<file path="config.mk">
export PLATFORM = sky130hd
export DESIGN_NAME = gmns_front_flat
export DESIGN_NICKNAME = d
export VERILOG_FILES = /design/src/rtl/gmns_pkg.sv /design/src/rtl/gmns_in_if.sv /design/src/rtl/gmns_front.sv /design/src/flat_wrapper.sv
export SDC_FILE = /design/constraint.sdc
export NUM_CORES = 1
export LEC_CHECK = 0
export BUFFER_PORTS_ARGS = -buffer_cell sky130_fd_sc_hd__buf_4
export CAP_MARGIN = 20
export CORE_MARGIN = 10
export CORE_UTILIZATION = 45
export CTS_CLUSTER_SIZE = 30
export DETAILED_ROUTE_END_ITERATION = 16
export GPL_TIMING_DRIVEN = 0
export PLACE_DENSITY = 0.73
export SYNTH_ARGS = -nofsm -noshare
export SYNTH_HDL_FRONTEND = slang
export SYNTH_SLANG_ARGS = --single-unit
</file>
<file path="constraint.sdc">
create_clock -name clk -period 18.62 [get_ports clk]
set_input_delay 5.586 -clock clk [delete_from_list [all_inputs] [get_ports clk]]
set_output_delay 5.586 -clock clk [all_outputs]
set_load 0.01 [all_outputs]
</file>
<file path="src/rtl/gmns_pkg.sv">
package gmns_pkg;

	localparam int DIM_W = 9;
	localparam int PIX_W = 8;
	localparam int COORD_W = 8;
	localparam int PTR_W = 16;
	localparam int CFG_IDX_W = 2;
	localparam int MAX_DIM = 256;
	localparam int DEF_MAP_DEPTH = 65536;

	// x * width, and the quotient that comes out of the divider
	localparam int PROD_W = COORD_W + DIM_W;
	localparam int DIV_CNT_W = $clog2(PROD_W);
	// width * height and row * width + column
	localparam int SIZE_W = 2 * DIM_W;
	localparam int SUM_W = PIX_W + 2;

	// floor(s / 3) == (s * 683) >> 11 for every s up to 3 * 255
	localparam int DIV3_MUL_W = 2 * SUM_W;
	localparam logic [SUM_W-1:0] DIV3_MUL = SUM_W'(683);
	localparam int DIV3_SHIFT = 11;

	localparam int QUEUE_DEPTH = 4;
	localparam int QPTR_W = $clog2(QUEUE_DEPTH);

	localparam logic [CFG_IDX_W-1:0] REG_SRC_WIDTH = 2'd0;
	localparam logic [CFG_IDX_W-1:0] REG_SRC_HEIGHT = 2'd1;
	localparam logic [CFG_IDX_W-1:0] REG_DST_WIDTH = 2'd2;
	localparam logic [CFG_IDX_W-1:0] REG_DST_HEIGHT = 2'd3;

	localparam logic CMD_WRITE = 1'b0;
	localparam logic CMD_READ = 1'b1;

	typedef struct packed {
		logic [DIM_W-1:0] sw;
		logic [DIM_W-1:0] sh;
		logic [DIM_W-1:0] dw;
		logic [DIM_W-1:0] dh;
	} dims_t;

	typedef struct packed {
		logic cmd;
		logic [PIX_W-1:0] gray;
		logic [COORD_W-1:0] dst_x;
		logic [COORD_W-1:0] dst_y;
	} qent_t;

	typedef struct packed {
		logic full;
		logic empty;
	} qstat_t;

	// zero acts as one, anything above the largest size acts as the largest size
	function automatic logic [DIM_W-1:0] eff_dim(input logic [DIM_W-1:0] v);
		logic [DIM_W-1:0] r;
		r = v;
		if (v == '0)
			r = DIM_W'(1);
		else if (32'(v) > MAX_DIM)
			r = DIM_W'(MAX_DIM);
		return r;
	endfunction

endpackage

</file>
<file path="src/rtl/gmns_in_if.sv">
interface gmns_in_if import gmns_pkg::*; ();
	logic valid;
	logic ready;
	logic cmd;
	logic [PIX_W-1:0] red;
	logic [PIX_W-1:0] green;
	logic [PIX_W-1:0] blue;
	logic [COORD_W-1:0] dst_x;
	logic [COORD_W-1:0] dst_y;

	modport source(output valid, cmd, red, green, blue, dst_x, dst_y, input ready);
	modport sink(input valid, cmd, red, green, blue, dst_x, dst_y, output ready);
endinterface

</file>
<file path="src/rtl/gmns_front.sv">
module gmns_front import gmns_pkg::*; #(
	parameter int ADDR_W = 16
) (
	input  logic              clk,
	input  logic              arst_n,
	gmns_in_if.sink           item,
	input  dims_t             dims,
	input  qstat_t            qstat,
	output logic              push,
	output qent_t             push_ent,
	output logic [ADDR_W-1:0] push_addr
);

	logic [PTR_W-1:0] ptr_q;
	logic [SIZE_W-1:0] size;
	logic [PTR_W-1:0] idx;
	logic [PTR_W:0] idx_inc;
	logic [SUM_W-1:0] sum;
	logic [DIV3_MUL_W-1:0] third;

	assign item.ready = !qstat.full;
	assign push = item.valid && item.ready;

	assign size = SIZE_W'(dims.sw) * SIZE_W'(dims.sh);
	// a pointer left past the map by a size change restarts at entry 0
	assign idx = (SIZE_W'(ptr_q) < size) ? ptr_q : '0;
	assign idx_inc = (PTR_W+1)'(idx) + 1'b1;

	assign sum = SUM_W'(item.red) + SUM_W'(item.green) + SUM_W'(item.blue);
	assign third = DIV3_MUL_W'(sum) * DIV3_MUL_W'(DIV3_MUL);

	assign push_ent.cmd = item.cmd;
	assign push_ent.gray = third[DIV3_SHIFT +: PIX_W];
	assign push_ent.dst_x = item.dst_x;
	assign push_ent.dst_y = item.dst_y;
	assign push_addr = ADDR_W'(idx);

	always_ff @(posedge clk or negedge arst_n) begin
		if (!arst_n) begin
			ptr_q <= '0;
		end else if (push && item.cmd == CMD_WRITE) begin
			ptr_q <= (SIZE_W'(idx_inc) >= size) ? '0 : idx_inc[PTR_W-1:0];
		end
	end

endmodule

</file>
<file path="src/flat_wrapper.sv">
// flat-port wrapper written by rule: the top's interface ports become plain ports
module gmns_front_flat import gmns_pkg::*;
#(
	parameter int ADDR_W = 16
)
  (clk, arst_n, dims, qstat, push, push_ent, push_addr, item_valid, item_cmd, item_red, item_green, item_blue, item_dst_x, item_dst_y, item_ready);
  gmns_in_if item_i ();
  input  logic clk;
  input  logic arst_n;
  input  dims_t dims;
  input  qstat_t qstat;
  output logic push;
  output qent_t push_ent;
  output logic [ADDR_W-1:0] push_addr;
  input wire logic [$bits(item_i.valid)-1:0] item_valid;
  input wire logic [$bits(item_i.cmd)-1:0] item_cmd;
  input wire logic [$bits(item_i.red)-1:0] item_red;
  input wire logic [$bits(item_i.green)-1:0] item_green;
  input wire logic [$bits(item_i.blue)-1:0] item_blue;
  input wire logic [$bits(item_i.dst_x)-1:0] item_dst_x;
  input wire logic [$bits(item_i.dst_y)-1:0] item_dst_y;
  output wire logic [$bits(item_i.ready)-1:0] item_ready;
  assign item_i.valid = item_valid;
  assign item_i.cmd = item_cmd;
  assign item_i.red = item_red;
  assign item_i.green = item_green;
  assign item_i.blue = item_blue;
  assign item_i.dst_x = item_dst_x;
  assign item_i.dst_y = item_dst_y;
  assign item_ready = item_i.ready;
  gmns_front #(.ADDR_W(ADDR_W)) u_core (.clk(clk), .arst_n(arst_n), .item(item_i), .dims(dims), .qstat(qstat), .push(push), .push_ent(push_ent), .push_addr(push_addr));
endmodule
</file>
* After elaboration in Yosys (flattened, before gate mapping)
Cells that the tools add are included.
Storage, ports and cells: flip-flop bits (word level) 16, input port bits 82, output and inout bits 43, logic and storage cells 14
Operators by class: $add $sub $neg 3, multiply operators 2, magnitude comparators 2, muxes and demuxes 2, bitwise gates (word level) 1, reductions and logical operators 3
Operator list (count):
- $mux W16 | 2
- $mul A10 B10 Y19 const B | 1
- $ge A17 B18 Y1 | 1
- $lt A16 B18 Y1 | 1
- $mul A9 B9 Y18 | 1
- $add A16 B1 Y17 const B | 1
- $add A10 B8 Y10 | 1
- $add A8 B8 Y9 | 1
- $logic_and A1 B1 Y1 | 2
- $logic_not A1 Y1 | 1
- $not A1 Y1 | 1

* Longest topological paths before layout
Gate-level depths: netlist of run 1.
depth after elaboration 6, depth in mapped cells 41, mapped depth without buffers 38

* Worst setup path before layout of run 1
Ideal clock, no wire load.
path type input -> output, start input item_green[0], end output push_ent[22] in the netlist's numbering, data arrival time 11804 ps, required time 13034 ps, path slack 1230 ps, stages on the path 28, buffers on the path 0, cells stage by stage ha_1 fa_1 a21o_1 a21oi_1 nor2b_1 o21a_1 nor2_1 xnor2_1 ha_1 a21boi_0 nor2_1 xnor2_1 ha_1 ha_1 fa_1 inv_1 fa_1 inv_1 fa_1 ha_1 o2111a_1 o21ai_0 o32a_2 o21ai_1 nor4_1 nor2_1 a21oi_1 xnor2_1
RTL lines:
- start: declaration | RTL line flat_wrapper.sv:18 | input wire logic [$bits(item_i.green)-1:0] item_green;
- end: declaration | RTL line flat_wrapper.sv:13 | output qent_t push_ent;

==> flow_metrics.py, run 1 <==
metrics = {
    "synth": {
        "ys_seq_area_frac": 0.0590,
        "syn-instance-count": 790,
        "synth_edf_count": 0,
        "synth-async-reset-ratio": 1.00,
        "synth-seq-cells": 16,
        "syn_avg_cell_area_um2": 8.60,
        "synth_cell_types": 60,
        "yosys.area.top_type_share": 0.267,
        "ys_warn_count": 0,
        "syn_nets": 1090,
        "synthTopCellsByArea": "ha_1 (27%), fa_1 (22%), inv_1 (6.7%)",
        "synth_area_um2": 6790,
        "synth_area_leader_cell": "ha_1",
        "ys.flop_type": "dfrtp_1",
    },
    "floorplan": {
        "chipWidth_um": 143,
        "start_util": 0.464,
        "die_area_um2": 20400,
        "row_count": 44,
        "ioPinCount": 125,
        "dieHeight_um": 143,
        "core_area_um2": 14600,
    },
    "timing": {
        "worst_pin_slew_ns": 0.658,
        "setup_viol": 0,
        "fin_crit_ns": 18.00,
        "fin_skew_ns": 0.000671,
        "slew_violations": 0,
        "max_freq_mhz": 55.6,
        "hold_viol": 0,
        "min_period_over_period": 0.967,
        "relSlewSlack": 0.558,
        "grt_setup_unrepaired": "false",
        "finalSetupTns_ns": 0,
    },
    "critical_path": {
        "reg2reg_slack_ns": 12.40,
        "reg2reg_depth": 25,
        "timing.rr.end": "u_core.ptr_q[15]",
        "required_ns": 13.03,
        "endpoint_kind": "primary output",
        "reg2reg_from": "u_core.ptr_q[7]",
        "startpoint": "item_green[0]",
        "worstSetupPathType": "in -> out",
        "path_max_fanout": 4,
        "cp-start-kind": "input pin",
        "worstPathArrival_ns": 12.41,
    },
    "clock_tree": {
        "clk_latency_ns": 0.24,
        "postCtsSetupBuffers": 0,
        "tritoncts": "built",
        "root_buffer": "clkbuf_16",
        "cts_hold_buf": 0,
        "cts_sinks": 16,
        "clock_path_buffers": 2,
        "cts.clk_slew.worst_paths_ns": 0.05,
        "h-tree-depth": 1,
        "cts_buffers": 3,
    },
    "drt": {
        "ant_nets": 0,
        "drt_wl_total_um": 14400,
        "remaining_drc_errors": 0,
        "routedWlPerCell_um": 13.6,
        "dr.pass1.iters": 4,
        "vias_per_cell": 5.12,
        "drt_iter0_drc": 197,
        "dr_total_vias": 5442,
    },
    "placement": {
        "gp_congestion": 0.843,
        "io_buffers": 84,
        "dp_hpwl_um": 12800,
    },
    "final_layout": {
        "drive_gt1_frac": 0.146,
        "top_register": "u_core.ptr_q",
        "area_delta_synth_final_pct": 14.2,
        "reg_top3": "u_core.ptr_q: 16 flops",
        "num_antenna_cells": 0,
        "final_cell_mix": "ha_1 (145), inv_1 (121), buf_4 (102)",
        "nets": 1179,
        "largest_reg_flops": 16,
        "layout_commonest_cell": "ha_1",
    },
    "min_path": {
        "holdCritStartpoint": "u_core.ptr_q[0]",
        "hp-class": "reg -> reg",
        "min_path_cells": 2,
        "whs_endpoint": "u_core.ptr_q[0]",
    },
    "grt": {
        "grt_max_degree": 17,
        "antenna_found_initial": 0,
        "grt_pass1_vias": 5567,
        "grt_use_total": 0.143,
        "grt_pass1_wl_um": 25200,
        "gr-total-overflow": 0,
    },
    "outcome": {
        "status": "finished, final reports clean",
    },
    "job": {
        "drv_cap": 0,
    },
}
how the worst max path moves through the flow:
stage                              end  slack, ns  cells past startpoint
after detailed placement  push_ent[23]       0.39                     28
after global routing      push_ent[22]       0.11                     27
after global placement    push_ent[23]       0.55                     28
final                     push_ent[23]       0.62                     28
after floorplan           push_ent[22]       1.23                     28
after CTS                 push_ent[23]       0.39                     28
stage by stage:
step           hold slack, ns   util  cells  setup WS (ns)  cell area (um^2)
2_1_floorplan           0.482      -    790           1.23              6790
3_3_place_gp            0.514  0.522   1058          0.547              7650
3_5_place_dp            0.510  0.522   1058          0.390              7650
4_1_cts                 0.521  0.529   1062          0.386              7740
5_1_grt                 0.561  0.530   1062          0.106              7750
6_report                0.519  0.530   1062          0.622              7750
layout make-up:
class / count / area [um^2]
buffer: 28 / 190
clock buffer: 4 / 88.8
fill: 1379 / 6890
inverter: 121 / 454
multi-input combinational: 625 / 5760
sequential: 16 / 400
tap: 184 / 230
timing repair buffer: 84 / 631
worst max-delay path: stages:
cell and delay, ns:
buf_4 0.11, ha_1 0.21, fa_1 0.40, a21o_1 0.18, a21oi_1 0.21, xnor2_1 0.10, ha_1 0.30, a21boi_0 0.26
o21ai_0 0.17, a21boi_0 0.22, nor2_1 0.09, xnor2_2 0.33, ha_1 0.32, ha_1 0.31, fa_1 0.53, inv_1 0.05
fa_1 0.50, inv_1 0.06, fa_1 0.45, ha_1 0.30, o2111a_1 0.17, o21ai_0 0.07, o32a_2 0.44, o21ai_1 0.27
nor4_1 0.10, o31ai_1 0.36, xnor2_1 0.16, buf_4 0.14
routing by layer:
metal  global-route usage  up-vias  routed length (um)
met5                    0        -                   0
met4               0.0201        0                 123
met3               0.0219       11                 727
met2                0.245      107                6840
met1                0.189     2562                6710
li1                     -     2762                   -
kinds of logic (layout without fill, tap and decap cells):
group / after synthesis / count (layout) / share of synthesized area
buffers and inverters: 149 / 237 / 0.0949
AOI/OAI and AO/OA: 99 / 99 / 0.0999
DFF: 16 / 16 / 0.0590
muxes: 2 / 2 / 0.00313
xor gates and xnor gates: 56 / 56 / 0.0722
adders and majority gates: 218 / 218 / 0.482
and+or+nand+nor: 250 / 250 / 0.189
cell usage after synthesis (10+ instances only):
cell type and instances:
a21o_1 11, nor2_1 52, nand2_1 73, buf_4 18
xor2_1 20, nand3_1 12, o21ai_0 15, ha_1 145
dfrtp_1 16, fa_1 73, xnor2_1 36, a21oi_1 30
and2_1 66, inv_1 121, nor3_1 10
repair_timing:
action,in CTS,in global routing
resized for setup,0,2
endpoints found under the hold margin,0,0
endpoints found under the setup margin,0,2
Power of run 1 is not shown: default switching activity piles up to over one toggle a cycle in this logic, so the estimate is an artifact.
==> run 2, diff against run 1 <==
==> constraint.sdc (replaced) <==
create_clock -name clk -period 16.7 [get_ports clk]
set_input_delay 5.01 -clock clk [delete_from_list [all_inputs] [get_ports clk]]
set_output_delay 5.01 -clock clk [all_outputs]
set_load 0.01 [all_outputs]
==> run 2 against run 1 <==
  * Utilization rose by 0.74 points
  * Cell count rose by 0.47%
  * Design area rose by 1.4%
  * Register-to-register slack got worse by 1.9 ns
  * Highest routed layer unchanged
==> flow_metrics.py, run 2 (synthesis gave the netlist of run 1 again) <==
metrics = {
    "drt": {
        "ant_nets": 0,
        "dr.pass1.iters": 4,
        "routedWlPerCell_um": 13.8,
        "remaining_drc_errors": 0,
        "dr_total_vias": 5461,
        "vias_per_cell": 5.12,
        "drt_iter0_drc": 189,
        "drt_wl_total_um": 14700,
    },
    "final_layout": {
        "reg_top3": "u_core.ptr_q: 16 flops",
        "largest_reg_flops": 16,
        "drive_gt1_frac": 0.164,
        "nets": 1184,
        "top_register": "u_core.ptr_q",
        "final_cell_mix": "ha_1 (145), inv_1 (121), buf_4 (107)",
        "area_delta_synth_final_pct": 15.8,
        "layout_commonest_cell": "ha_1",
        "num_antenna_cells": 0,
    },
    "critical_path": {
        "reg2reg_depth": 25,
        "timing.rr.end": "u_core.ptr_q[15]",
        "worstSetupPathType": "in -> out",
        "reg2reg_from": "u_core.ptr_q[7]",
        "worstPathArrival_ns": 11.43,
        "crit_slowest_cell": "fa_1",
        "reg2reg_slack_ns": 10.47,
        "critPathMostFrequentCell": "ha_1",
        "startpoint": "item_green[0]",
        "crit_end": "push_ent[23]",
        "cp.depth": 29,
        "path_delay_family": "adder cells",
        "path_max_fanout": 4,
        "required_ns": 11.69,
        "critical_path_buf_inv_count": 4,
        "cp-start-kind": "input pin",
        "endpoint_kind": "primary output",
        "cpPeakStageDelay_ns": 0.53,
    },
    "placement": {
        "gp_congestion": 0.843,
        "io_buffers": 84,
        "dp_hpwl_um": 12800,
    },
    "timing": {
        "min_period_over_period": 0.984,
        "fin_hold_ws_ns": 0.519,
        "slew_violations": 0,
        "fin_skew_ns": 0.000870,
        "worst_pin_slew_ns": 0.602,
        "hold_viol": 0,
        "finalSetupTns_ns": 0,
        "relSlewSlack": 0.595,
        "setup_viol": 0,
        "max_freq_mhz": 60.8,
        "fin_crit_ns": 16.44,
    },
    "clock_tree": {
        "tritoncts": "built",
        "cts.clk_slew.worst_paths_ns": 0.05,
        "root_buffer": "clkbuf_16",
        "cts_hold_buf": 0,
        "clock_path_buffers": 2,
        "cts_buffers": 3,
        "h-tree-depth": 1,
        "clk_latency_ns": 0.24,
        "cts_sinks": 16,
    },
    "grt": {
        "gr-total-overflow": 0,
        "grt_max_degree": 17,
        "grt_pass1_vias": 5590,
        "antenna_found_initial": 0,
        "grt_use_total": 0.143,
        "grt_pass1_wl_um": 25200,
    },
    "floorplan": {
        "ioPinCount": 125,
        "die_area_um2": 20400,
        "dieHeight_um": 143,
        "start_util": 0.464,
        "row_count": 44,
        "chipWidth_um": 143,
        "core_area_um2": 14600,
    },
    "job": {
        "drv_cap": 0,
    },
    "min_path": {
        "hp-class": "reg -> reg",
    },
    "outcome": {
        "status": "finished, final reports clean",
    },
}
## run 2: final cells by class
cell class / count / area [um^2]
buffer: 28 / 190
tap: 184 / 230
multi-input combinational: 625 / 5830
clock buffer: 4 / 88.8
inverter: 121 / 454
fill: 1373 / 6780
sequential: 16 / 400
timing repair buffer: 89 / 668
## run 2: how the worst min path moves through the flow
stage	startpoint	endpoint	slack, ns	depth (start not counted)
after floorplan	u_core.ptr_q[1]	u_core.ptr_q[1]	0.48	2
after global placement	u_core.ptr_q[0]	u_core.ptr_q[0]	0.51	2
after detailed placement	u_core.ptr_q[0]	u_core.ptr_q[0]	0.51	2
after CTS	u_core.ptr_q[0]	u_core.ptr_q[0]	0.52	2
after global routing	u_core.ptr_q[0]	u_core.ptr_q[0]	0.56	2
final	u_core.ptr_q[0]	u_core.ptr_q[0]	0.52	2
## run 2: tightest hold or removal path: cells and delay by family (launching register included)
kind	cells	cell delay, ns
compound gates	1	0.06
flops	1	0.36
simple gates	1	0.05
## run 2: timing repair
item / CTS / global route
pin swaps: 2 / 6
buffers inserted: 2 / 3
resized for setup: 5 / 16
setup endpoints to repair: 4 / 4
hold endpoints to repair: 0 / 0
## run 2: routing by layer
| layer | routed length, um | global-route usage | vias up | share of wire |
|---|---|---|---|---|
| li1 | - | - | 2768 | - |
| met1 | 6710 | 0.190 | 2575 | 0.46 |
| met2 | 7120 | 0.246 | 105 | 0.48 |
| met3 | 729 | 0.0219 | 13 | 0.050 |
| met4 | 139 | 0.0201 | 0 | 0.0095 |
| met5 | 0 | 0 | - | 0 |
## run 2: through the flow
step | util | std cells | area, um^2 | worst slack [ns]
floorplan | - | 790 | 6790 | 0.462
global placement | 0.522 | 1058 | 7650 | -0.221
detailed placement | 0.522 | 1058 | 7650 | -0.378
CTS | 0.532 | 1064 | 7790 | 0.0770
global route | 0.537 | 1067 | 7860 | -0.0539
finish | 0.537 | 1067 | 7860 | 0.262
Power of run 2 is left out for the same reason.
