$ cat src/rtl/gmns_pkg.sv
package gmns_pkg;

	localparam int DIM_W = 9;
	localparam int PIX_W = 8;
	localparam int COORD_W = 8;
	localparam int PTR_W = 16;
	localparam int CFG_IDX_W = 2;
	localparam int MAX_DIM = 256;
	localparam int DEF_MAP_DEPTH = 65536;

	// x * width, and the quotient that comes out of the divider
	localparam int PROD_W = COORD_W + DIM_W;
	localparam int DIV_CNT_W = $clog2(PROD_W);
	// width * height and row * width + column
	localparam int SIZE_W = 2 * DIM_W;
	localparam int SUM_W = PIX_W + 2;

	// floor(s / 3) == (s * 683) >> 11 for every s up to 3 * 255
	localparam int DIV3_MUL_W = 2 * SUM_W;
	localparam logic [SUM_W-1:0] DIV3_MUL = SUM_W'(683);
	localparam int DIV3_SHIFT = 11;

	localparam int QUEUE_DEPTH = 4;
	localparam int QPTR_W = $clog2(QUEUE_DEPTH);

	localparam logic [CFG_IDX_W-1:0] REG_SRC_WIDTH = 2'd0;
	localparam logic [CFG_IDX_W-1:0] REG_SRC_HEIGHT = 2'd1;
	localparam logic [CFG_IDX_W-1:0] REG_DST_WIDTH = 2'd2;
	localparam logic [CFG_IDX_W-1:0] REG_DST_HEIGHT = 2'd3;

	localparam logic CMD_WRITE = 1'b0;
	localparam logic CMD_READ = 1'b1;

	typedef struct packed {
		logic [DIM_W-1:0] sw;
		logic [DIM_W-1:0] sh;
		logic [DIM_W-1:0] dw;
		logic [DIM_W-1:0] dh;
	} dims_t;

	typedef struct packed {
		logic cmd;
		logic [PIX_W-1:0] gray;
		logic [COORD_W-1:0] dst_x;
		logic [COORD_W-1:0] dst_y;
	} qent_t;

	typedef struct packed {
		logic full;
		logic empty;
	} qstat_t;

	// zero acts as one, anything above the largest size acts as the largest size
	function automatic logic [DIM_W-1:0] eff_dim(input logic [DIM_W-1:0] v);
		logic [DIM_W-1:0] r;
		r = v;
		if (v == '0)
			r = DIM_W'(1);
		else if (32'(v) > MAX_DIM)
			r = DIM_W'(MAX_DIM);
		return r;
	endfunction

endpackage

$ cat src/rtl/gmns_queue.sv
module gmns_queue import gmns_pkg::*; #(
	parameter int W = 8
) (
	input  logic         clk,
	input  logic         arst_n,
	input  logic         push,
	input  logic [W-1:0] din,
	input  logic         pop,
	output logic [W-1:0] dout,
	output qstat_t       stat
);

	logic [W-1:0] slot_q [QUEUE_DEPTH];
	logic [QPTR_W-1:0] wr_q;
	logic [QPTR_W-1:0] rd_q;
	logic [QPTR_W:0] cnt_q;

	assign stat.full = (cnt_q == (QPTR_W+1)'(QUEUE_DEPTH));
	assign stat.empty = (cnt_q == '0);
	assign dout = slot_q[rd_q];

	always_ff @(posedge clk or negedge arst_n) begin
		if (!arst_n) begin
			wr_q <= '0;
			rd_q <= '0;
			cnt_q <= '0;
		end else begin
			if (push)
				wr_q <= (wr_q == QPTR_W'(QUEUE_DEPTH - 1)) ? '0 : wr_q + 1'b1;
			if (pop)
				rd_q <= (rd_q == QPTR_W'(QUEUE_DEPTH - 1)) ? '0 : rd_q + 1'b1;
			if (push && !pop)
				cnt_q <= cnt_q + 1'b1;
			else if (pop && !push)
				cnt_q <= cnt_q - 1'b1;
		end
	end

	always_ff @(posedge clk) begin
		if (push)
			slot_q[wr_q] <= din;
	end

endmodule

$ cat config.mk
export PLATFORM = sky130hd
export DESIGN_NAME = gmns_queue
export DESIGN_NICKNAME = d
export VERILOG_FILES = /design/src/rtl/gmns_pkg.sv /design/src/rtl/gmns_queue.sv
export SDC_FILE = /design/constraint.sdc
export NUM_CORES = 1
export LEC_CHECK = 0
export BUFFER_PORTS_ARGS = -buffer_cell sky130_fd_sc_hd__buf_2
export CELL_PAD_IN_SITES_DETAIL_PLACEMENT = 0
export CELL_PAD_IN_SITES_GLOBAL_PLACEMENT = 1
export CORE_ASPECT_RATIO = 2
export CORE_UTILIZATION = 43
export DETAILED_ROUTE_END_ITERATION = 16
export PLACE_DENSITY = 0.82
export SKIP_LAST_GASP = 1
export SYNTH_ARGS = -nofsm -noshare
export SYNTH_HDL_FRONTEND = slang
export SYNTH_SLANG_ARGS = --single-unit
$ cat constraint.sdc
create_clock -name clk -period 1.4 [get_ports clk]
set_input_delay 0.42 -clock clk [delete_from_list [all_inputs] [get_ports clk]]
set_output_delay 0.42 -clock clk [all_outputs]
set_load 0.02 [all_outputs]
---- After elaboration in Yosys (flattened, before gate mapping) ----
Memory sizes are Yosys's and may differ from the RTL's.
Index checks and enable logic that the tools add are counted.
storage, ports and cells
  bits in registers ....................... 7
  memory bits (writable) .................. 32
  bits of input ports ..................... 12
  memories ................................ 1
memories
  memory  words  width  rd ports  clocked after Yosys merged registers in  wr ports  RTL line          RTL
  slot_q  4      8      1         0                                        1         gmns_queue.sv:13  logic [W-1:0] slot_q [QUEUE_DEPTH];
operators by class
  $add $sub $neg .......................... 4
  equality and inequality tests ........... 3
  muxes and demuxes ....................... 6
  reduce and logical (&&, ||, !) cells .... 6
operators by type and width
  operator               count
  $mux W3                2
  $add A2 B1 Y2 const B  2
  $eq A2 B2 Y1 const B   2
  $mux W2                2
  $add A3 B1 Y3 const B  1
  $eq A3 B3 Y1 const B   1
  $logic_not A3 Y1       1
  $sub A3 B1 Y3 const B  1
  $logic_and A1 B1 Y1    2
  $logic_not A1 Y1       2
  $mux W1                2
  $reduce_bool A2 Y1     1

---- Depth between registers and ports, before layout ----
Gate-level depths: netlist of run 1.
  depth after elaboration ................. 4
  depth in mapped cells ................... 7
  gate-level depth less buffers ........... 7

---- Least setup slack after synthesis of run 1 ----
OpenSTA, ideal clock, no wires.
  path kind ............................... input -> register
  start ................................... input port pop
  end ..................................... register cnt_q[2]
  arrival time ............................ 1.449 ns
  required time ........................... 1.321 ns
  setup slack ............................. -0.128 ns
  stages on the path ...................... 7
  path through ............................ inv_1 ha_1 inv_1 fa_1 xor2_1 nor2_1 xor2_1
on the way
  cells in the longest elaborated chain, start to end .. 3
  elaborated cells between the ends (all ways) .. 5
  those cells by class .................... mux: 1; reduce/logical: 4
ends and longest elaborated chain
  item                                           RTL line          RTL
  from (decl)                                    gmns_queue.sv:8   input logic pop,
  $logic_not A1 Y1                               gmns_queue.sv:32  if (push && !pop)
  $logic_and A1 B1 Y1                            gmns_queue.sv:32
  $mux W3 or $reduce_bool A2 Y1 (tied branches)  -
  to (signal assigned)                           gmns_queue.sv:33  cnt_q <= cnt_q + 1'b1;
  to (signal assigned)                           gmns_queue.sv:35  cnt_q <= cnt_q - 1'b1;
  to (decl)                                      gmns_queue.sv:16  logic [QPTR_W:0] cnt_q;
Parallel ways exist; a longest one is shown, timed or not.
A chain may end at the register's enable or synchronous reset.

---- Final worst setup path of run 1 ----
  start ................................... register rd_q[0]
  end ..................................... output port dout[0]
on the way
  cells in the longest elaborated chain, start to end .. 1
ends and longest elaborated chain
  item                    RTL line          RTL
  from (decl)             gmns_queue.sv:15  logic [QPTR_W-1:0] rd_q;
  from (signal assigned)  gmns_queue.sv:31  rd_q <= (rd_q == QPTR_W'(QUEUE_DEPTH - 1)) ? '0 : rd_q + 1'b1;
  $mem_v2 Z4 W8           -
  to (decl)               gmns_queue.sv:9   output logic [W-1:0] dout,
Every way passes these cells.

==> flow_metrics.tcl, run 1 <==
set metrics [dict create \
    rows 30 \
    share_seq_of_total_power_pct 40.3 \
    first_pass_iters 4 \
    grt_first_pass_wirelength_um 4000 \
    initial_antenna_violation_count 0 \
    internal_power_w 0.00300 \
    synth.yosys.seq_area_share_pct 72.5 \
    finalNetCount 143 \
    holdCritPathClass "in -> reg" \
    cts-buffers-inserted 5 \
    preCtsSetupSlack_ps -232 \
    pin_count_of_the_biggest_net_entering_global_routing 14 \
    postSynthAreaPerCell_sq_um 19.8 \
    r2r_start "cnt_q[0]" \
    fin_crit_ps 1900 \
    cts_tree "yes" \
    worst_setup_path_start_kind "flip-flop" \
    flow.area_growth_from_synthesis_pct 33.8 \
    routed-via-count 819 \
    status "finished with violations" \
    h-tree-depth 2 \
    vias_per_cell 4.73 \
    report.final.hold_viol_count 0 \
    max_clock_freq_ghz 0.527 \
    cts-root-to-sink-buffers 2 \
    synth.lib_cells_used.distinct 18 \
    dp.final_hpwl_um 1780 \
    yosys_warnings 0 \
    cellLeakagePower_nw 0.813 \
    timing.max_slew.rel_slack_pct 85.8 \
    timing.critical_path.to_type "output port" \
    fin_skew_ps 3.05 \
    placed_cell_area_sq_um 1870 \
    rr_endpoint "cnt_q[2]" \
    timing.setup.critical_path_class "reg -> out" \
    initial_core_util_pct 45.9 \
    grt_util_all_layers_pct 15.1 \
    clkSinkCount 39 \
    timing.critical_path.fanout_max 7 \
    port_buffers 21 \
    critical_path_buf_inv_count 2 \
    timing_worst_slew_pin_value_ps 212 \
    die_width_um 44.7 \
    clk_latency_ps 290 \
    synth_fp_nets 98 \
    fraction_of_layout_instances_using_a_drive_strength_above_1_pct 53.6 \
    pins_over_slew_limit 0 \
    gp_congestion 0.651 \
    crit_path_max_cell_delay_ps 510 \
    clock_power_share_pct 21.6 \
    postRouteWirelength_um 2390 \
    crit_arrival_ps 1480 \
    vdd_ir_drop_max_v 0.00126 \
    routed_wire_length_per_instance_um 13.8 \
    timing.critical_path.to "dout[0]" \
    final_cell_mix "sky130_fd_sc_hd__edfxtp_1, sky130_fd_sc_hd__buf_4, sky130_fd_sc_hd__buf_2, sky130_fd_sc_hd__buf_6, sky130_fd_sc_hd__mux4_2" \
    worstPathCellList "buf_12 -> mux4_2 -> buf_6" \
    clockRootBuffer "sky130_fd_sc_hd__clkbuf_8" \
    core_region_area_sq_um 3420 \
    power_switching_share_pct 29.3 \
    die-height_um 87.4 \
    layout_commonest_cell "sky130_fd_sc_hd__edfxtp_1" \
    worst_setup_hold_path_clk_slew_ps 70 \
    critical_path_required_ps 980 \
    hold-worst-slack_ps 344 \
    final_area_sq_um 2100 \
    crit_start "rd_q[0]" \
    grt_setup_unrepaired "yes" \
    route.detailed.drc 0 \
    cp_slowest_cell "sky130_fd_sc_hd__mux4_2" \
    overall_overflow_remaining_after_global_route 0 \
    floorplan.io_pins 22 \
    cap_violations 0 \
    total_switching_power_w 0.00124 \
    power-per-cell-area_nw_per_um2 2020 \
    via_count_of_the_first_global_routing_pass 880 \
    final_period_util_pct 136 \
    postRouteAntennaNets 0 \
    total_die_area_sq_um 3910 \
    r2r.worst_path.cells 5 \
    critical_path_depth 3 \
    p_comb_share_pct 38.1 \
    setup_ws_ps -499 \
    n_antenna_cell 0 \
    failed_checks "negative setup slack" \
    post_synthesis_cell_area_sq_um 1570 \
    final_setup_viols 11 \
    cpLargestDelayFamily "multiplexers" \
    yosys_reg_bits 39 \
    dr.first_iter.drc_count 13 \
    syn_inst 79 \
    ff2ff_setup_slack_ps -30 \
]
power by group through the flow:
stage	Sequential, W	Clock (W)	Combinational [W]
6_report	0.00171	0.000917	0.00162
5_1_grt	0.00174	0.000996	0.00175
4_1_cts	0.00170	0.000936	0.00155
3_5_place_dp	0.00173	0	0.00131
3_3_place_gp	0.00171	0	0.00128
2_1_floorplan	0.00164	0	0.000891
cells by family after synthesis:
family | synth area share [%]
xor gates and xnor gates | 1.68
DFF | 72.5
AOI/OAI and AO/OA | 1.20
adders and majority gates | 6.07
buffers and inverters | 1.99
and+or+nand+nor | 3.67
muxes | 12.9
state kept, by name, summed over array words and instances, names as in the netlist:
register / count
rd_q: 2
wr_q: 2
slot_q: 32
cnt_q: 3
stage by stage:
stage / std cells / power [W] / TNS [ps] / util (%)
after floorplan: 79 / 0.00254 / -860 / -
final: 173 / 0.00424 / -4120 / 61.4
after detailed placement: 160 / 0.00304 / -1900 / 54.9
after global routing: 173 / 0.00449 / -4840 / 61.4
after CTS: 171 / 0.00419 / -4300 / 60.4
after global placement: 160 / 0.00299 / -1790 / 54.9
final cells by class:
class,count,area (sq um)
fillers,248,1320
flip-flops and latches,39,1140
multi-input cells,34,425
repair buffers,40,344
clock buffers,5,68.8
well taps,48,60.1
clock inverters,3,43.8
inverters,4,15.0
cells in the mapped netlist:
library cell | count | share of area [%]
sky130_fd_sc_hd__nor3_1 | 2 | 0.64
sky130_fd_sc_hd__buf_6 | 1 | 0.72
sky130_fd_sc_hd__o21ai_0 | 2 | 0.64
sky130_fd_sc_hd__fa_1 | 1 | 1.3
sky130_fd_sc_hd__xnor2_1 | 1 | 0.56
sky130_fd_sc_hd__nand2_1 | 2 | 0.48
sky130_fd_sc_hd__mux2_2 | 2 | 1.4
sky130_fd_sc_hd__inv_1 | 4 | 0.96
sky130_fd_sc_hd__nor2_1 | 2 | 0.48
sky130_fd_sc_hd__buf_2 | 1 | 0.32
sky130_fd_sc_hd__nor3b_1 | 1 | 0.48
sky130_fd_sc_hd__mux4_2 | 8 | 11
sky130_fd_sc_hd__and2_1 | 4 | 1.6
sky130_fd_sc_hd__dfrtp_1 | 7 | 11
sky130_fd_sc_hd__xor2_1 | 2 | 1.1
sky130_fd_sc_hd__edfxtp_1 | 32 | 61
sky130_fd_sc_hd__a21o_2 | 1 | 0.56
sky130_fd_sc_hd__ha_1 | 6 | 4.8
metal layers:
metal / GRT usage [%] / vias to the layer above / part of all wire (%) / routed length (um)
met5: 0 / - / 0 / 0
met4: 7.99 / 0 / 2.9 / 69
met3: 5.19 / 8 / 4.4 / 105
met2: 26.6 / 28 / 57 / 1370
met1: 14.7 / 392 / 35 / 843
li1: - / 391 / - / -
repair_timing:
item                       4_1_cts  5_1_grt
setup buffers                    2        2
hold buffers                     1        0
pin swaps                        2        2
resized for setup               17        6
setup endpoints to repair       10       13
hold endpoints to repair         7        0
worst min-delay path by stage:
| stage | slack (ps) | cells past startpoint | startpoint | endpoint |
|---|---|---|---|---|
| after floorplan | 120 | 0 | arst_n | cnt_q[0] |
| after global placement | 260 | 1 | arst_n | cnt_q[1] |
| after detailed placement | 270 | 1 | arst_n | cnt_q[1] |
| after CTS | 340 | 1 | din[1] | slot_q[2][1] |
| after global routing | 330 | 1 | din[0] | slot_q[3][0] |
| final | 340 | 1 | din[1] | slot_q[3][1] |
No activity file was read; power rests on OpenSTA's default activity.
==> run 2, diff against run 1 <==
--- a/config.mk
+++ b/config.mk
@@ -11,7 +11,7 @@
 export CORE_ASPECT_RATIO = 2
 export CORE_UTILIZATION = 43
 export DETAILED_ROUTE_END_ITERATION = 16
-export PLACE_DENSITY = 0.82
+export PLACE_DENSITY = 0.81
 export SKIP_LAST_GASP = 1
 export SYNTH_ARGS = -nofsm -noshare
 export SYNTH_HDL_FRONTEND = slang
==> run 2 against run 1 <==
Against the previous run: the run still ends with negative setup slack left; via count rose by 0.61%; die area unchanged; final cell count shrank 1.2%; non-clock buffer count down 2; register-to-register slack got worse by 20 ps; sequential cell count did not move; hold slack got worse by 3.0 ps; worst setup slack lost 4.1 ps; clock skew up 2.8 ps; critical endpoint is now dout[7]; largest cell class unchanged; largest power group unchanged.
==> flow_metrics.tcl, run 2 (same netlist as run 1, synthesis figures left out) <==
set metrics [dict create \
    initial_core_util_pct 45.9 \
    clock_power_share_pct 20.7 \
    internal_power_w 0.00302 \
    cts_tree "yes" \
    overall_overflow_remaining_after_global_route 0 \
    cts-root-to-sink-buffers 2 \
    pins_over_slew_limit 0 \
    timing_worst_slew_pin_value_ps 242 \
    port_buffers 21 \
    total_switching_power_w 0.00128 \
    cp_slowest_cell "sky130_fd_sc_hd__mux4_2" \
    cap_violations 0 \
    dpl.cell_count 157 \
    holdCritPathClass "in -> reg" \
    final_layout_setup_total_negative_slack_ps -4210 \
    initial_antenna_violation_count 0 \
    critical_path_required_ps 980 \
    rows 30 \
    fillers 257 \
    crit_path_max_cell_delay_ps 500 \
    cpLargestDelayFamily "multiplexers" \
    fin_skew_ps 5.81 \
    placed_cell_area_sq_um 1880 \
    share_seq_of_total_power_pct 39.9 \
    top_register_by_number_of_flip_flops "slot_q" \
    postRouteAntennaNets 0 \
    vdd_ir_drop_max_v 0.00121 \
    postRouteWirelength_um 2630 \
    timing.setup.critical_path_class "reg -> out" \
    first_pass_iters 5 \
    clockRootBuffer "sky130_fd_sc_hd__clkbuf_8" \
    core_region_area_sq_um 3420 \
    n_antenna_cell 0 \
    p_comb_share_pct 39.4 \
    dr.first_iter.drc_count 19 \
    floorplan.io_pins 22 \
    timing.max_slew.rel_slack_pct 83.7 \
    power_switching_share_pct 29.8 \
    final_cell_mix "sky130_fd_sc_hd__edfxtp_1, sky130_fd_sc_hd__buf_2, sky130_fd_sc_hd__buf_4, sky130_fd_sc_hd__mux4_2, sky130_fd_sc_hd__buf_6" \
    flow.area_growth_from_synthesis_pct 35.1 \
    total_die_area_sq_um 3910 \
    power-per-cell-area_nw_per_um2 2030 \
    die_width_um 44.7 \
    cellLeakagePower_nw 0.804 \
    worst_setup_path_start_kind "flip-flop" \
    setup_ws_ps -503 \
    final_core_util_pct 62.0 \
    worstPathCellList "buf_12 -> mux4_2 -> buf_6" \
    vias_per_cell 4.82 \
    routed-via-count 824 \
    final-seq-area_sq_um 1140 \
    grt_first_pass_wirelength_um 4240 \
    via_count_of_the_first_global_routing_pass 917 \
    route.detailed.drc 0 \
    pin_count_of_the_biggest_net_entering_global_routing 13 \
    finalNetCount 141 \
    ff2ff_setup_slack_ps -50 \
    largest_reg_flops 32 \
    fraction_of_layout_instances_using_a_drive_strength_above_1_pct 54.5 \
    crit_arrival_ps 1480 \
    failed_checks "negative setup slack" \
    final_period_util_pct 136 \
    multi_input_area_sq_um 448 \
    cts-buffers-inserted 5 \
    worst_setup_hold_path_clk_slew_ps 70 \
    clkSinkCount 39 \
    critical_path_buf_inv_count 2 \
    clk_latency_ps 290 \
    report.final.hold_viol_count 0 \
    max_clock_freq_ghz 0.525 \
    fin_crit_ps 1900 \
    timing.critical_path.fanout_max 8 \
    final_area_sq_um 2120 \
    biggestRegsByFlops "slot_q x32, cnt_q x3" \
    timing.critical_path.to_type "output port" \
    layout_commonest_cell "sky130_fd_sc_hd__edfxtp_1" \
    dp.final_hpwl_um 1930 \
    routed_wire_length_per_instance_um 15.4 \
    h-tree-depth 2 \
    status "finished with violations" \
    final_setup_viols 11 \
    grt_setup_unrepaired "yes" \
    gp_congestion 0.679 \
    die-height_um 87.4 \
    finish.cell_count_without_fillers 171 \
    grt_util_all_layers_pct 16.3 \
]
run 2: layout make-up:
cell class                 count  share of cell area, %
timing repair buffer          38                   16.4
inverter                       4                  0.709
clock buffer                   5                   3.25
tap                           48                   2.84
multi-input combinational     34                   21.1
clock inverter                 3                   1.83
sequential                    39                   53.8
run 2: worst paths after layout:
kind | cells past startpoint | startpoint | end
worst max-delay path | 3 | rd_q[0] | dout[7]
worst min-delay path | 1 | din[0] | slot_q[3][0]
worst max register to register | 5 | cnt_q[1] | cnt_q[2]
worst min register to register | 3 | wr_q[0] | wr_q[0]
max in group asynchronous | 2 | arst_n | cnt_q[0]
min in group asynchronous | 2 | arst_n | wr_q[0]
run 2: layer usage:
metal  vias to the layer above  GRT usage [%]  part of all wire [%]
met4                         0           9.09                   2.9
met5                         -              0                     0
li1                        385              -                     -
met2                        23           29.9                    60
met1                       410           15.2                    34
met3                         6           4.56                   3.5
run 2: power by group through the flow:
stage | combinational [W] | clock [W] | sequential [W]
floorplan | 0.000891 | 0 | 0.00164
global placement | 0.00129 | 0 | 0.00171
detailed placement | 0.00136 | 0 | 0.00174
CTS | 0.00163 | 0.000912 | 0.00171
global route | 0.00182 | 0.000959 | 0.00175
finish | 0.00169 | 0.000891 | 0.00171
run 2: worst register-to-register path: stages, from the launching register on:
cell and delay [ps]:
sky130_fd_sc_hd__dfrtp_2 440, sky130_fd_sc_hd__buf_6 130, sky130_fd_sc_hd__fa_2 360, sky130_fd_sc_hd__xor2_2 160, sky130_fd_sc_hd__nor2_2 100, sky130_fd_sc_hd__xor2_1 180
run 2: repair_timing:
| item | CTS | global route |
|---|---|---|
| pin swaps | 1 | 4 |
| hold endpoints to repair | 7 | 0 |
| setup endpoints to repair | 11 | 13 |
| resized for setup | 18 | 6 |
| hold buffers | 1 | 0 |
| setup buffers | 4 | 1 |
run 2: through the flow:
step	hold slack, ps	total power, W	setup WS (ps)
after floorplan	124	0.00254	-98.9
after global placement	258	0.00300	-190
after detailed placement	264	0.00310	-234
after CTS	335	0.00426	-518
after global routing	337	0.00452	-560
final	341	0.00430	-503
==> run 3, diff against run 2 <==
--- a/config.mk
+++ b/config.mk
@@ -5,13 +5,13 @@
 export SDC_FILE = /design/constraint.sdc
 export NUM_CORES = 1
 export LEC_CHECK = 0
-export BUFFER_PORTS_ARGS = -buffer_cell sky130_fd_sc_hd__buf_2
 export CELL_PAD_IN_SITES_DETAIL_PLACEMENT = 0
 export CELL_PAD_IN_SITES_GLOBAL_PLACEMENT = 1
 export CORE_ASPECT_RATIO = 2
-export CORE_UTILIZATION = 43
+export CORE_UTILIZATION = 47
 export DETAILED_ROUTE_END_ITERATION = 16
-export PLACE_DENSITY = 0.81
+export DONT_BUFFER_PORTS = 1
+export PLACE_DENSITY = 0.8
 export SKIP_LAST_GASP = 1
 export SYNTH_ARGS = -nofsm -noshare
 export SYNTH_HDL_FRONTEND = slang
==> run 3 against run 2 <==
Against the previous run: the run still ends with negative setup slack left; fmax increased by 3.0%; critical endpoint unchanged; combinational power shrank 21%; final cell count shrank 21%; hold slack lost 120 ps; total power is 12% lower; highest routed layer unchanged; critical path depth decreased by 1; first-iteration DRC count increased by 110%; global-route usage decreased by 0.25 points.
==> flow_metrics.tcl, run 3 (same netlist as run 1, synthesis figures left out) <==
set metrics [dict create \
    status "finished with violations" \
    failed_checks "negative setup slack" \
    cellLeakagePower_nw 0.697 \
    report.final.hold_viol_count 0 \
    layout_commonest_cell "sky130_fd_sc_hd__edfxtp_1" \
    vias_per_cell 5.53 \
    timing.hold.worst_path_depth 0 \
    fin_crit_ps 1850 \
    n_antenna_cell 0 \
    holdCritPathClass "in -> reg" \
    hold_path_startpoint "din[6]" \
    pin_count_of_the_biggest_net_entering_global_routing 13 \
    floorplan.io_pins 22 \
    final_period_util_pct 132 \
    initial_core_util_pct 49.7 \
    wl_met2_um 1470 \
    dp.final_hpwl_um 1750 \
    die-height_um 83.7 \
    clockRootBuffer "sky130_fd_sc_hd__clkbuf_8" \
    critical_path_required_ps 980 \
    finalPower_w 0.00378 \
    via_count_of_the_first_global_routing_pass 819 \
    first_pass_iters 4 \
    route.detailed.drc 0 \
    max_clock_freq_ghz 0.541 \
    dr.first_iter.drc_count 40 \
    final_area_sq_um 1900 \
    timing.critical_path.fanout_max 6 \
    h-tree-depth 2 \
    grt_util_all_layers_pct 16.1 \
    worst_setup_hold_path_clk_slew_ps 70 \
    crit_arrival_ps 1430 \
    postRouteAntennaNets 0 \
    timing.critical_path.to_type "output port" \
    cap_violations 0 \
    ff2ff_setup_slack_ps 0 \
    dr.max_layer_used "met4" \
    rr_endpoint "cnt_q[2]" \
    finalNetCount 122 \
    rows 29 \
    setup_ws_ps -447 \
    timing_worst_slew_pin_value_ps 314 \
    flow.area_growth_from_synthesis_pct 21.1 \
    initial_antenna_violation_count 0 \
    timing.setup.critical_path_class "reg -> out" \
    routed-via-count 747 \
    cts-buffers-inserted 5 \
    timing.max_slew.rel_slack_pct 79.0 \
    grt_setup_unrepaired "yes" \
    routed_wire_length_per_instance_um 18.4 \
    hold-path-endpoint "slot_q[3][6]" \
    vdd_ir_drop_max_v 0.00107 \
    final_cell_mix "sky130_fd_sc_hd__edfxtp_1, sky130_fd_sc_hd__buf_4, sky130_fd_sc_hd__mux4_2, sky130_fd_sc_hd__ha_1, sky130_fd_sc_hd__clkbuf_8" \
    clk_latency_ps 290 \
    r2r.worst_path.cells 5 \
    cts-root-to-sink-buffers 2 \
    pins_over_slew_limit 0 \
    preCtsSetupSlack_ps -160 \
    cts_tree "yes" \
    core_region_area_sq_um 3160 \
    placed_cell_area_sq_um 1750 \
    port_buffers 0 \
    die_width_um 42.8 \
    gp_congestion 0.666 \
    postRouteWirelength_um 2490 \
    final_setup_viols 11 \
    total_die_area_sq_um 3580 \
    fraction_of_layout_instances_using_a_drive_strength_above_1_pct 44.2 \
    biggestRegsByFlops "slot_q x32, cnt_q x3" \
    r2r_start "cnt_q[1]" \
    m1WireLength_um 787 \
    largest_reg_flops 32 \
    worst_setup_path_start_kind "flip-flop" \
    hold-worst-slack_ps 216 \
    power-per-cell-area_nw_per_um2 1990 \
    met3RoutedLength_um 148 \
    clkSinkCount 39 \
    top_register_by_number_of_flip_flops "slot_q" \
    fin_skew_ps 8.75 \
    overall_overflow_remaining_after_global_route 0 \
    grt_first_pass_wirelength_um 3870 \
]
run 3: stage by stage:
step | cells | TNS, ps | util [%]
finish | 135 | -3610 | 60.2
global route | 135 | -4150 | 60.2
CTS | 133 | -4050 | 59.3
detailed placement | 122 | -1350 | 55.4
global placement | 122 | -1110 | 55.4
floorplan | 79 | -860 | -
run 3: layout make-up:
type | count | area [sq um]
clock buffer | 6 | 72.6
clock inverter | 2 | 12.5
fill | 229 | 1260
inverter | 4 | 15.0
multi-input combinational | 34 | 425
sequential | 39 | 1140
tap | 31 | 38.8
timing repair buffer | 19 | 194
run 3: what timing repair did:
action                     CTS  global route
hold endpoints to repair     7             0
buffers inserted             2             2
hold buffers                 1             0
gates resized for setup      4             5
setup endpoints to repair   10            13
pin swaps                    2             3
run 3: worst max-delay path, stage by stage, from the launching register on:
cell and delay [ps]:
sky130_fd_sc_hd__dfrtp_2 410, sky130_fd_sc_hd__buf_12 140, sky130_fd_sc_hd__mux4_2 580
run 3: routing by layer:
metal	GRT usage, %	up-vias
met1	13.1	370
met4	11.9	0
li1	-	348
met2	28.1	24
met3	6.71	5
met5	0	-
run 3: power by group:
| group | switching (W) | internal, W | total (W) |
|---|---|---|---|
| registers | 0.000189 | 0.00154 | 0.00173 |
| clock network | 0.000370 | 0.000347 | 0.000717 |
| logic | 0.000626 | 0.000713 | 0.00134 |
| total | 0.00119 | 0.00260 | 0.00378 |
run 3: worst max-delay path by stage:
stage / start / endpoint / depth (start not counted)
finish: rd_q[0] / dout[7] / 2
detailed placement: rd_q[0] / dout[7] / 2
global route: rd_q[0] / dout[7] / 2
global placement: rd_q[0] / dout[3] / 2
floorplan: rd_q[0] / dout[0] / 2
CTS: rd_q[0] / dout[7] / 2
